File: config.mk
export PLATFORM = sky130hd
export DESIGN_NAME = shift_jis_likelihood_scorer_core
export DESIGN_NICKNAME = d
export VERILOG_FILES = /design/src/rtl/core/sjls_pkg.sv /design/src/rtl/core/sjls_front.sv /design/src/rtl/core/sjls_fifo.sv /design/src/rtl/core/sjls_back.sv /design/src/rtl/core/shift_jis_likelihood_scorer_core.sv
export SDC_FILE = /design/constraint.sdc
export NUM_CORES = 1
export LEC_CHECK = 0
export BUFFER_PORTS_ARGS = -buffer_cell sky130_fd_sc_hd__buf_2
export CAP_MARGIN = 20
export CORE_MARGIN = 2
export CORE_UTILIZATION = 63
export CTS_BUF_LIST = sky130_fd_sc_hd__clkbuf_8 sky130_fd_sc_hd__clkbuf_16
export CTS_CLUSTER_DIAMETER = 40
export DETAILED_ROUTE_END_ITERATION = 10
export PLACE_DENSITY_LB_ADDON = 0.25
export SLEW_MARGIN = 0
export SYNTH_ARGS = -nofsm -noshare
export SYNTH_HDL_FRONTEND = slang
export SYNTH_SLANG_ARGS = --single-unit
File: constraint.sdc
create_clock -name clk_i -period 5.5 [get_ports clk_i]
set_input_delay 1.1 -clock clk_i [delete_from_list [all_inputs] [get_ports clk_i]]
set_output_delay 1.1 -clock clk_i [all_outputs]
set_load 0.02 [all_outputs]
File: src/rtl/core/sjls_pkg.sv
// ----------------------------------------------------------------------------
// sjls_pkg: shared types and constants of the Shift-JIS likelihood scorer
// Holds the status codes, the character classes, the per-class point table
// and the record that moves from the byte front end to the scoring back end.
// ----------------------------------------------------------------------------
package sjls_pkg;

  // Field widths
  localparam int unsigned BYTE_W   = 8;
  localparam int unsigned CLASS_W  = 3;
  localparam int unsigned POINT_W  = 7;
  localparam int unsigned TOTAL_W  = 27;
  localparam int unsigned COUNT_W  = 21;
  localparam int unsigned SCORE_W  = 7;
  localparam int unsigned STATUS_W = 2;
  localparam int unsigned OUT_W    = 32;

  // Character limit per string
  localparam logic [COUNT_W-1:0] MAX_CHARS = COUNT_W'(1048576);

  // Queue between front and back (depth is a power of two)
  localparam int unsigned QDEPTH  = 2;
  localparam int unsigned QPTR_W  = $clog2(QDEPTH);
  localparam int unsigned QLVL_W  = $clog2(QDEPTH + 1);

  // Divider: quotient never exceeds the largest point value
  localparam int unsigned QUOT_W  = 7;
  localparam int unsigned DEN_W   = TOTAL_W + 1;
  localparam logic [SCORE_W-1:0] SCORE_CAP = SCORE_W'(100);

  typedef enum logic [STATUS_W-1:0] {
    ST_OK       = 2'd0,
    ST_INVALID  = 2'd1,
    ST_TOO_LONG = 2'd2
  } sjls_status_e;

  // Character classes
  localparam logic [CLASS_W-1:0] CLS_ASCII   = 3'd0;
  localparam logic [CLASS_W-1:0] CLS_HALF    = 3'd1;
  localparam logic [CLASS_W-1:0] CLS_SYM1    = 3'd2;
  localparam logic [CLASS_W-1:0] CLS_KANA    = 3'd3;
  localparam logic [CLASS_W-1:0] CLS_SYM2    = 3'd4;
  localparam logic [CLASS_W-1:0] CLS_KANJI1  = 3'd5;
  localparam logic [CLASS_W-1:0] CLS_KANJI2  = 3'd6;
  localparam logic [CLASS_W-1:0] CLS_NONE    = 3'd7;

  // Two-byte code boundaries
  localparam logic [15:0] CODE_SYM1_END  = 16'h824e;
  localparam logic [15:0] CODE_KANA_END  = 16'h8396;
  localparam logic [15:0] CODE_SYM2_END  = 16'h889e;
  localparam logic [15:0] CODE_LIMIT     = 16'heaa5;
  localparam logic [7:0]  LEAD_LEVEL1_END = 8'h9f;

  // Points by [own class][previous class]
  localparam logic [POINT_W-1:0] POINTS [0:6][0:7] = '{
    '{7'd50, 7'd50, 7'd50, 7'd50, 7'd50, 7'd50, 7'd50, 7'd50},
    '{7'd49, 7'd51, 7'd50, 7'd50, 7'd40, 7'd50, 7'd40, 7'd50},
    '{7'd60, 7'd60, 7'd65, 7'd60, 7'd60, 7'd60, 7'd60, 7'd60},
    '{7'd60, 7'd51, 7'd60, 7'd65, 7'd55, 7'd60, 7'd60, 7'd60},
    '{7'd45, 7'd45, 7'd49, 7'd45, 7'd55, 7'd49, 7'd40, 7'd49},
    '{7'd55, 7'd50, 7'd60, 7'd65, 7'd40, 7'd65, 7'd60, 7'd60},
    '{7'd45, 7'd45, 7'd50, 7'd50, 7'd40, 7'd50, 7'd50, 7'd50}
  };

  // One finished string, handed from front to back
  typedef struct packed {
    sjls_status_e       status;
    logic [TOTAL_W-1:0] total;
    logic [COUNT_W-1:0] count;
  } sjls_rec_t;

  typedef enum logic [1:0] {
    BK_IDLE = 2'd0,
    BK_DIV  = 2'd1,
    BK_DONE = 2'd2
  } sjls_back_state_e;

  // Point lookup; class 7 never occurs as own class
  function automatic logic [POINT_W-1:0] points_of(input logic [CLASS_W-1:0] cls,
                                                    input logic [CLASS_W-1:0] prev);
    logic [POINT_W-1:0] p;
    p = '0;
    if (cls != CLS_NONE) begin
      p = POINTS[cls][prev];
    end
    return p;
  endfunction

endpackage

File: src/rtl/core/sjls_front.sv
// ----------------------------------------------------------------------------
// sjls_front: byte front end
// Classifies each byte, pairs lead and trail bytes, keeps the running point
// total and character count, and pushes one record at the end of a string.
// ----------------------------------------------------------------------------
module sjls_front (
  input  logic                       clk_i,
  input  logic                       rst_ni,
  input  logic [7:0]                 byte_i,
  input  logic                       last_i,
  input  logic                       valid_i,
  output logic                       ready_o,
  output logic                       push_valid_o,
  input  logic                       push_ready_i,
  output sjls_pkg::sjls_rec_t        push_rec_o
);
  import sjls_pkg::*;

  logic [7:0]         lead_q, lead_d;
  logic               pend_q, pend_d;
  logic [CLASS_W-1:0] prev_q, prev_d;
  logic [TOTAL_W-1:0] total_q, total_d;
  logic [COUNT_W-1:0] count_q, count_d;
  sjls_status_e       err_q, err_d;

  logic               tally_en;
  logic [CLASS_W-1:0] cls;
  logic [15:0]        code;
  logic               trail_ok;
  logic               fire;

  assign ready_o      = push_ready_i;
  assign fire         = valid_i & ready_o;
  assign push_valid_o = valid_i & last_i;
  assign code         = {lead_q, byte_i};
  assign trail_ok     = (byte_i inside {[8'h40:8'h7e], [8'h80:8'hfc]});

  // Classify byte and update the tally
  always_comb begin
    lead_d   = lead_q;
    pend_d   = pend_q;
    prev_d   = prev_q;
    total_d  = total_q;
    count_d  = count_q;
    err_d    = err_q;
    tally_en = 1'b0;
    cls      = CLS_ASCII;

    if (err_q == ST_OK) begin
      if (pend_q) begin
        pend_d = 1'b0;
        if (!trail_ok) begin
          err_d = ST_INVALID;
        end else if (code <= CODE_SYM1_END) begin
          cls = CLS_SYM1;   tally_en = 1'b1;
        end else if (code <= CODE_KANA_END) begin
          cls = CLS_KANA;   tally_en = 1'b1;
        end else if (code <= CODE_SYM2_END) begin
          cls = CLS_SYM2;   tally_en = 1'b1;
        end else if (lead_q <= LEAD_LEVEL1_END) begin
          cls = CLS_KANJI1; tally_en = 1'b1;
        end else if (code < CODE_LIMIT) begin
          cls = CLS_KANJI2; tally_en = 1'b1;
        end else begin
          err_d = ST_INVALID;
        end
      end else if (byte_i == 8'h00) begin
        err_d = ST_INVALID;
      end else if (byte_i <= 8'h7f) begin
        cls = CLS_ASCII; tally_en = 1'b1;
      end else if (byte_i inside {[8'ha1:8'hdf]}) begin
        cls = CLS_HALF;  tally_en = 1'b1;
      end else if (byte_i inside {[8'h81:8'h9f], [8'he0:8'hfc]}) begin
        lead_d = byte_i;
        pend_d = 1'b1;
      end else begin
        err_d = ST_INVALID;
      end
    end

    if (tally_en) begin
      if (count_q >= MAX_CHARS) begin
        err_d = ST_TOO_LONG;
      end else begin
        total_d = total_q + TOTAL_W'(points_of(cls, prev_q));
        count_d = count_q + COUNT_W'(1);
        prev_d  = cls;
      end
    end

    if (err_d != ST_OK) begin
      pend_d = 1'b0;
    end
  end

  // Record for the back end; a dangling lead byte is invalid
  always_comb begin
    push_rec_o.status = (err_d == ST_OK && pend_d) ? ST_INVALID : err_d;
    push_rec_o.total  = total_d;
    push_rec_o.count  = count_d;
  end

  // String state; cleared after the final byte
  always_ff @(posedge clk_i or negedge rst_ni) begin
    if (!rst_ni) begin
      lead_q  <= '0;
      pend_q  <= 1'b0;
      prev_q  <= CLS_NONE;
      total_q <= '0;
      count_q <= '0;
      err_q   <= ST_OK;
    end else if (fire) begin
      if (last_i) begin
        lead_q  <= '0;
        pend_q  <= 1'b0;
        prev_q  <= CLS_NONE;
        total_q <= '0;
        count_q <= '0;
        err_q   <= ST_OK;
      end else begin
        lead_q  <= lead_d;
        pend_q  <= pend_d;
        prev_q  <= prev_d;
        total_q <= total_d;
        count_q <= count_d;
        err_q   <= err_d;
      end
    end
  end

endmodule

File: src/rtl/core/sjls_fifo.sv
// ----------------------------------------------------------------------------
// sjls_fifo: record queue
// Short register queue that lets the front end and the back end stall
// independently of each other.
// ----------------------------------------------------------------------------
module sjls_fifo (
  input  logic                          clk_i,
  input  logic                          rst_ni,
  input  logic                          push_valid_i,
  output logic                          push_ready_o,
  input  sjls_pkg::sjls_rec_t           push_rec_i,
  output logic                          pop_valid_o,
  input  logic                          pop_ready_i,
  output sjls_pkg::sjls_rec_t           pop_rec_o,
  output logic [sjls_pkg::QLVL_W-1:0]   level_o
);
  import sjls_pkg::*;

  sjls_rec_t          mem_q [QDEPTH];
  logic [QPTR_W-1:0]  wr_ptr_q;
  logic [QPTR_W-1:0]  rd_ptr_q;
  logic [QLVL_W-1:0]  level_q;
  logic               push;
  logic               pop;

  assign push_ready_o = (level_q != QLVL_W'(QDEPTH));
  assign pop_valid_o  = (level_q != '0);
  assign push         = push_valid_i & push_ready_o;
  assign pop          = pop_valid_o & pop_ready_i;
  assign pop_rec_o    = mem_q[rd_ptr_q];
  assign level_o      = level_q;

  // Storage
  always_ff @(posedge clk_i) begin
    if (push) begin
      mem_q[wr_ptr_q] <= push_rec_i;
    end
  end

  // Pointers and fill level
  always_ff @(posedge clk_i or negedge rst_ni) begin
    if (!rst_ni) begin
      wr_ptr_q <= '0;
      rd_ptr_q <= '0;
      level_q  <= '0;
    end else begin
      if (push) begin
        wr_ptr_q <= wr_ptr_q + QPTR_W'(1);
      end
      if (pop) begin
        rd_ptr_q <= rd_ptr_q + QPTR_W'(1);
      end
      if (push && !pop) begin
        level_q <= level_q + QLVL_W'(1);
      end else if (pop && !push) begin
        level_q <= level_q - QLVL_W'(1);
      end
    end
  end

endmodule

File: src/rtl/core/sjls_back.sv
// ----------------------------------------------------------------------------
// sjls_back: scoring back end
// Divides the point total by the character count one quotient bit per cycle,
// forms the capped score and holds the result in an output register.
// ----------------------------------------------------------------------------
module sjls_back (
  input  logic                          clk_i,
  input  logic                          rst_ni,
  input  logic                          pop_valid_i,
  output logic                          pop_ready_o,
  input  sjls_pkg::sjls_rec_t           pop_rec_i,
  output logic                          out_valid_o,
  input  logic                          out_ready_i,
  output logic [sjls_pkg::OUT_W-1:0]    out_data_o
);
  import sjls_pkg::*;

  sjls_back_state_e      state_q, state_d;
  sjls_status_e          status_q;
  logic [COUNT_W-1:0]    count_q;
  logic [TOTAL_W-1:0]    rem_q, rem_d;
  logic [DEN_W-1:0]      den_q, den_d;
  logic [QUOT_W-1:0]     quot_q, quot_d;
  logic [2:0]            step_q, step_d;
  logic                  out_valid_q;
  logic [OUT_W-1:0]      out_data_q;
  logic                  load_in;
  logic                  load_out;
  logic                  ge;
  logic [SCORE_W:0]      sum;
  logic [SCORE_W-1:0]    score;

  assign ge  = ({1'b0, rem_q} >= den_q);
  assign sum = {1'b0, quot_q} + (SCORE_W+1)'(1);

  // Capped score, zero for errors or empty strings
  always_comb begin
    score = '0;
    if (status_q == ST_OK && count_q != '0) begin
      score = (sum > {1'b0, SCORE_CAP}) ? SCORE_CAP : sum[SCORE_W-1:0];
    end
  end

  // Divider sequencer
  always_comb begin
    state_d  = state_q;
    rem_d    = rem_q;
    den_d    = den_q;
    quot_d   = quot_q;
    step_d   = step_q;
    load_in  = 1'b0;
    load_out = 1'b0;
    case (state_q)
      BK_IDLE: begin
        if (pop_valid_i) begin
          load_in = 1'b1;
          rem_d   = pop_rec_i.total;
          den_d   = DEN_W'({pop_rec_i.count, {(QUOT_W-1){1'b0}}});
          quot_d  = '0;
          step_d  = '0;
          state_d = BK_DIV;
        end
      end
      BK_DIV: begin
        if (ge) begin
          rem_d = rem_q - den_q[TOTAL_W-1:0];
        end
        quot_d = {quot_q[QUOT_W-2:0], ge};
        den_d  = den_q >> 1;
        step_d = step_q + 3'd1;
        if (step_q == 3'(QUOT_W - 1)) begin
          state_d = BK_DONE;
        end
      end
      BK_DONE: begin
        if (!out_valid_q || out_ready_i) begin
          load_out = 1'b1;
          state_d  = BK_IDLE;
        end
      end
      default: begin
        state_d = BK_IDLE;
      end
    endcase
  end

  assign pop_ready_o = load_in;
  assign out_valid_o = out_valid_q;
  assign out_data_o  = out_data_q;

  // Control registers
  always_ff @(posedge clk_i or negedge rst_ni) begin
    if (!rst_ni) begin
      state_q     <= BK_IDLE;
      step_q      <= '0;
      out_valid_q <= 1'b0;
    end else begin
      state_q <= state_d;
      step_q  <= step_d;
      if (load_out) begin
        out_valid_q <= 1'b1;
      end else if (out_ready_i) begin
        out_valid_q <= 1'b0;
      end
    end
  end

  // Datapath registers
  always_ff @(posedge clk_i) begin
    rem_q  <= rem_d;
    den_q  <= den_d;
    quot_q <= quot_d;
    if (load_in) begin
      status_q <= pop_rec_i.status;
      count_q  <= pop_rec_i.count;
    end
    if (load_out) begin
      out_data_q <= OUT_W'({count_q, score, status_q});
    end
  end

endmodule

File: src/rtl/core/shift_jis_likelihood_scorer_core.sv
// ----------------------------------------------------------------------------
// shift_jis_likelihood_scorer_core: Shift-JIS likelihood scorer
// Scores a byte string for how plausible it is as Shift-JIS text.
// ----------------------------------------------------------------------------
// Usage:
//   Input stream: one byte per transfer on s_axis, tlast on the final byte
//   of a string. One byte is taken per cycle while the record queue has room.
//   Output stream: one transfer per string on m_axis with status, score in
//   hundredths and character count; non-final bytes give nothing.
//   The back end divides the point total by the count one quotient bit per
//   cycle (seven steps) and takes the next record only after loading the
//   result, so strings that arrive faster than they are scored can fill the
//   two-entry queue and stall the input.
//   Reset clears the string state, the queue and the output valid flag.
//   When the receiver stalls, the result holds in the output register, the
//   back end waits with the next result, and the queue absorbs up to two
//   more finished strings before s_axis_tready_o drops.
// ----------------------------------------------------------------------------
module shift_jis_likelihood_scorer_core (
  input  logic        clk_i,
  input  logic        rst_ni,
  input  logic        s_axis_tvalid_i,
  output logic        s_axis_tready_o,
  input  logic [7:0]  s_axis_tdata_i,   // [7:0] byte_value
  input  logic        s_axis_tlast_i,   // last_byte
  output logic        m_axis_tvalid_o,
  input  logic        m_axis_tready_i,
  output logic [31:0] m_axis_tdata_o    // [1:0] status, [8:2] score_hundredths,
                                        // [29:9] char_count, [31:30] zero
);
  import sjls_pkg::*;

  logic              push_valid;
  logic              push_ready;
  sjls_rec_t         push_rec;
  logic              pop_valid;
  logic              pop_ready;
  sjls_rec_t         pop_rec;
  logic [QLVL_W-1:0] q_level;

  // Byte front end
  sjls_front u_front (
    .clk_i        (clk_i),
    .rst_ni       (rst_ni),
    .byte_i       (s_axis_tdata_i),
    .last_i       (s_axis_tlast_i),
    .valid_i      (s_axis_tvalid_i),
    .ready_o      (s_axis_tready_o),
    .push_valid_o (push_valid),
    .push_ready_i (push_ready),
    .push_rec_o   (push_rec)
  );

  // Record queue
  sjls_fifo u_fifo (
    .clk_i        (clk_i),
    .rst_ni       (rst_ni),
    .push_valid_i (push_valid),
    .push_ready_o (push_ready),
    .push_rec_i   (push_rec),
    .pop_valid_o  (pop_valid),
    .pop_ready_i  (pop_ready),
    .pop_rec_o    (pop_rec),
    .level_o      (q_level)
  );

  // Scoring back end
  sjls_back u_back (
    .clk_i       (clk_i),
    .rst_ni      (rst_ni),
    .pop_valid_i (pop_valid),
    .pop_ready_o (pop_ready),
    .pop_rec_i   (pop_rec),
    .out_valid_o (m_axis_tvalid_o),
    .out_ready_i (m_axis_tready_i),
    .out_data_o  (m_axis_tdata_o)
  );

`ifndef NO_ASSERTIONS
  // Queue never overfills
  a_queue_level: assert property (@(posedge clk_i) disable iff (!rst_ni)
    q_level <= QLVL_W'(QDEPTH))
    else $error("record queue over depth");

  // Input is refused only while the queue is full
  a_ready_full: assert property (@(posedge clk_i) disable iff (!rst_ni)
    !s_axis_tready_o |-> q_level == QLVL_W'(QDEPTH))
    else $error("input stalled with queue room");

  // A failed string carries no score
  a_err_score: assert property (@(posedge clk_i) disable iff (!rst_ni)
    m_axis_tvalid_o && m_axis_tdata_o[1:0] != ST_OK |-> m_axis_tdata_o[8:2] == '0)
    else $error("score on a failed string");

  // Score stays within range and status is a defined code
  a_score_range: assert property (@(posedge clk_i) disable iff (!rst_ni)
    m_axis_tvalid_o |-> m_axis_tdata_o[8:2] <= SCORE_CAP && m_axis_tdata_o[1:0] != 2'd3)
    else $error("result out of range");
`endif

endmodule
# Word level (Yosys, flattened, before mapping)
# Memories as Yosys holds them, arrays and structs flattened.
# Cells that the tools add are included.
# word_totals
rom_bits	448
reg_bits	187
memories	2
out_inout_bits	34
ramBits	100
elab_cells	201
# classes
n_eq_ne	14
muxes	94
n_reduce_logical	35
n_bitwise	7
magnitude_cmp	20
n_addsub	9
# mem_list
name	words	word_bits	rd	rd_clocked_by_memory_dff	wr	line	source
(name not given)	8	56	1	0	0	sjls_pkg.sv:84	p = POINTS[cls][prev];
u_fifo.mem_q	2	50	1	0	1	sjls_fifo.sv:19	sjls_rec_t mem_q [QDEPTH];
# ops
op	n
27-bit 2-to-1 mux	5
56-bit 2-to-1 mux	2
21-bit 2-to-1 mux	3
8-bit 2-to-1 mux	7
28-bit one-hot mux with 2 select lines	1
27-bit one-hot mux with 2 select lines	1
7-bit 2-to-1 mux	7
16-bit <= comparator, second input constant	3
2-bit 2-to-1 mux	21
3-bit 2-to-1 mux	14
8-bit greater-or-equal comparator, second input constant	4
8-bit <= comparator, second input constant	4
27-bit by 28-bit greater-or-equal comparator with 1-bit output	1
1-bit 2-to-1 mux	28
28-bit 2-to-1 mux	1
27-bit by 7-bit adder with 27-bit output	1
27-bit subtractor	1
21-bit by 1-bit adder with 21-bit output, second input constant	1
7-bit binary-select mux with 3-bit select	1
21-bit greater-or-equal comparator, second input constant	1
21-bit nonzero test	1
2-bit nonzero test	10
8-bit by 7-bit <= comparator with 1-bit output, second input constant	2
16-bit less-than comparator, second input constant	1
other kinds (29)	58

# Logic depth before layout (Yosys ltp)
# depth
ltp_word	23
ltp_mapped	24

# By module
# Synthesis repeated with hierarchy kept, for this count alone.
# unflattened
hier_cells	1337
hier_area_um2	15334.7
# by_module_without_submodules
module	seq_area_each_um2	cells_per_inst	instances	area_per_inst_um2
sjls_back	3573.4	534	1	6058.3
sjls_front	1555.2	629	1	5221.3
sjls_fifo	3103.0	174	1	4055.1

# Least setup slack after synthesis
# Ideal clock, no wire load.
# synth_path
path_type	input port to flip-flop
from	in s_axis_tdata_i[2]
to	reg u_front.total_q[14]
path_slack_ns	-0.118
t_arrival_ns	5.492
setup_ns	0.126
cell_stages	24
t_required_ns	5.374
cell_sequence	buf_2 -> o2111ai_1 -> o2111a_1 -> or2_1 -> buf_2 -> o211a_1 -> a21o_1 -> inv_1 -> ha_1 -> nand2_1 -> nor4_1 -> a2bb2oi_1 -> nor2_1 -> nor4_1 -> ha_1 -> fa_1 -> a21o_1 -> a21oi_1 -> o21bai_1 -> a211oi_1 -> or2_2 -> clkbuf_1 -> or3_4 -> a311o_1
# synth_via
elab_chain_cells	23
word_cells_on_any_way	53
# synth_lines
item	line	source
from (decl)	shift_jis_likelihood_scorer_core.sv:24	input logic [7:0] s_axis_tdata_i,
16-bit less-than comparator	sjls_front.sv:62	end else if (code < CODE_LIMIT) begin
3-bit 2-to-1 mux	sjls_front.sv:62	
3-bit 2-to-1 mux	sjls_front.sv:60	end else if (lead_q <= LEAD_LEVEL1_END) begin
3-bit 2-to-1 mux	sjls_front.sv:58	end else if (code <= CODE_SYM2_END) begin
3-bit 2-to-1 mux	sjls_front.sv:56	end else if (code <= CODE_KANA_END) begin
3-bit 2-to-1 mux	sjls_front.sv:54	end else if (code <= CODE_SYM1_END) begin
3-bit 2-to-1 mux	sjls_front.sv:52	if (!trail_ok) begin
3-bit 2-to-1 mux	sjls_front.sv:50	if (pend_q) begin
(+6 left out)	-	
7-bit 2-to-1 mux (not written as such) (2 in a row)	sjls_pkg.sv:84	
7-bit 2-to-1 mux	sjls_pkg.sv:83	if (cls != CLS_NONE) begin
7-bit 2-to-1 mux	sjls_front.sv:82	if (count_q >= MAX_CHARS) begin
7-bit 2-to-1 mux	sjls_front.sv:81	if (tally_en) begin
27-bit by 7-bit adder with 27-bit output	sjls_front.sv:85	total_d = total_q + TOTAL_W'(points_of(cls, prev_q));
27-bit 2-to-1 mux	sjls_front.sv:82	
27-bit 2-to-1 mux (*)	sjls_front.sv:81	
27-bit 2-to-1 mux (*)	sjls_front.sv:113	if (last_i) begin
to (signal assigned)	sjls_front.sv:124	total_q <= total_d;
to (decl)	sjls_front.sv:22	logic [TOTAL_W-1:0] total_q, total_d;
# Every way passes the cells marked *; elsewhere a longest branch is shown, timed or not. The select of a mux whose other input is x is not followed.
# A chain may end at the register's enable or synchronous reset.

# Worst setup path after layout
# layout_path
from	in s_axis_tdata_i[3]
to	reg u_front.total_q[26]
# The elaborated chain is that of the path after synthesis.

==> qor.yml <==
crit_start: "s_axis_tdata_i[3]"
grt_pass1_wl_um: 59700
rsz0062_at_grt: "no"
areaGrowthSynthToFinish_pct: 13.8
avgSynthCellArea_um2: 10.8
rr_startpoint: "u_front.lead_q[6]"
routed_wl_um: 36900
r2r-end: "u_fifo.mem_q[0][39]"
fp.dieH_um: 162
critical_path_class: "input port to flip-flop"
viasPerCell: 6.37
clockRootBuffer: "clkbuf_16"
place_ws_ns: -0.407
antenna_found_initial: 0
clock_skew_ns: 0.0273
layout_common_cells: "edfxtp_1 (214), nand2_1 (135), nor2_1 (90), a21oi_1 (83), inv_1 (71)"
hpwl_um: 24400
synthArstFlopShare: 0.252
vdd_drop_max_v: 0.000371
antenna_cells: 0
drtAntennaViolNets: 0
gp_congestion: 0.916
post-route-period-util: 0.933
p_per_area_mw_per_mm2: 628
report.final.slew_viol_count: 0
r2r_cells: 23
critPathRequiredTime_ns: 5.90
clk_pin_slew_ns: 0.06
ctsHoldBuffers: 0
htreeDepth: 2
vias: 12000
start_util: 0.642
relSlewSlack: 0.328
cap_violations: 0
drc_errors: 0
ys_seq_area_frac: 0.526
grt_pass1_vias: 11500
ys.flop_type: "edfxtp_1"
worst_slack_ns: 0.369
ys_warn_count: 0
cp-start-kind: "input port"
final_util: 0.731
clk_latency_ns: 0.54
grt_usage: 0.285
final_common_cell: "edfxtp_1"
synth-edff-count: 214
leakage_nw: 7.07
hp-class: "flip-flop to flip-flop"
cts_tree: "built"
ios: 47
final_hold_viol_count: 0
cts_buffers: 39
reg2reg_slack_ns: 0.52
num_rows: 57
die_w_um: 162
die-area_mm2: 0.0261
core_mm2: 0.0244
cp_max_fo: 8
overflow: 0
worstMarginPinSlew_ns: 1.01
drtIter0Drc: 1387
fmax_ghz: 0.195
drive_above_1_share: 0.168
arrival_ns: 5.53
nets: 1588
drt_first_pass_iters: 6
final.min_clock_period_ns: 5.13
port_buffers: 44
setup_viol_count_final: 0
grt_max_degree: 73
clkSinkCount: 286
status: "completed"
fillCellCount: 1659
synth_seq_cells: 286
endpoint: "u_front.total_q[26]"
synth_area_mm2: 0.0157
cts_max_path_buffers: 3
yosys.cell_types.count: 93
end_kind: "flip-flop"
wl_per_cell_um: 19.6
syn_inst: 1454
[cell usage after synthesis, types with 29 or more instances]
library cell | instances | area share
nor3_1 | 51 | 0.016
ha_1 | 49 | 0.039
xnor2_1 | 49 | 0.027
edfxtp_1 | 214 | 0.41
nand3_1 | 37 | 0.012
o21ai_0 | 54 | 0.017
inv_1 | 67 | 0.016
dfrtp_1 | 69 | 0.11
clkbuf_1 | 57 | 0.014
nand4_1 | 29 | 0.012
nand2_1 | 136 | 0.033
nor2_1 | 93 | 0.022
a21oi_1 | 84 | 0.027
and3_1 | 36 | 0.014
[worst max-delay path, cell delays in order]
cell,delay (ns)
buf_2,0.15
or4_1,0.57
nor2_1,0.14
or3b_2,0.13
a21oi_1,0.09
a21o_1,0.20
buf_4,0.16
ha_1,0.23
nand2_1,0.11
buf_4,0.11
nor3_1,0.03
o21ai_0,0.24
o41ai_1,0.12
nor3_1,0.32
buf_4,0.17
ha_1,0.18
inv_1,0.05
o21bai_1,0.22
a211oi_2,0.12
or2_2,0.33
buf_4,0.17
o311a_1,0.32
a221o_1,0.27
[flip-flops by register name, summed over array words and instances (netlist names), 8 cells and up]
name,flops
u_back.out_data_o,30
u_back.rem_q,27
u_front.count_q,21
u_fifo.mem_q,100
u_front.lead_q,8
u_back.count_q,21
u_back.den_q,27
u_front.total_q,27
[routing by layer]
layer  vias up  track usage  part of all wire
met5         -            0                 0
met4         0       0.0994             0.032
met3        95       0.0380             0.060
met2       506        0.478              0.49
met1      5789        0.386              0.42
li1       5568            -                 -
[kinds of logic (layout without fill, tap and decap cells)]
group,count (synthesis),in the layout,synth area share
simple gates,508,508,0.169
compound gates,332,332,0.148
flops,286,286,0.526
buf+inv,154,253,0.0412
xor+xnor,68,68,0.0380
mux,54,54,0.0368
fa+ha+maj,51,51,0.0417
other cells,1,2,0.000240
[how the worst min path moves through the flow]
stage,from,endpoint,slack [ns],cells after the start
6_report,u_back.count_q[1],u_back.out_data_o[10],0.44,0
5_1_grt,u_back.count_q[1],u_back.out_data_o[10],0.46,0
4_1_cts,u_back.count_q[1],u_back.out_data_o[10],0.44,0
3_5_place_dp,u_back.count_q[3],u_back.out_data_o[12],0.43,0
3_3_place_gp,u_back.count_q[1],u_back.out_data_o[10],0.43,0
2_1_floorplan,u_back.count_q[2],u_back.out_data_o[11],0.42,0
[power by group]
part,switching [mW],internal (mW)
Sequential,0.473,3.36
Clock,1.01,1.52
Combinational,2.99,1.84
[final cells by class]
cell class | instances | area (um2) | area share
Clock buffer | 39 | 976 | 0.0548
Clock inverter | 32 | 354 | 0.0199
Inverter | 69 | 259 | 0.0145
Multi-Input combinational cell | 1015 | 6850 | 0.384
Sequential cell | 286 | 8230 | 0.462
Tap cell | 324 | 405 | 0.0228
Timing Repair Buffer | 113 | 741 | 0.0416
[through the flow]
stage | instance area [um2] | setup TNS (ns) | total power [mW] | std cells | hold WS [ns]
finish | 17800 | 0 | 11.2 | 1878 | 0.443
global route | 17800 | 0 | 11.9 | 1878 | 0.458
CTS | 17800 | 0 | 11.1 | 1877 | 0.443
detailed placement | 16400 | -14.83 | 8.52 | 1806 | 0.427
global placement | 16400 | -7.51 | 8.36 | 1806 | 0.429
floorplan | 15700 | 0 | 7.25 | 1455 | 0.417
[repair_timing]
action                                  in CTS  in global routing
setup buffers                                0                  0
endpoints found under the setup margin       0                 55
gates resized for setup                      0                  9
Power figures use the tool's default switching activity.
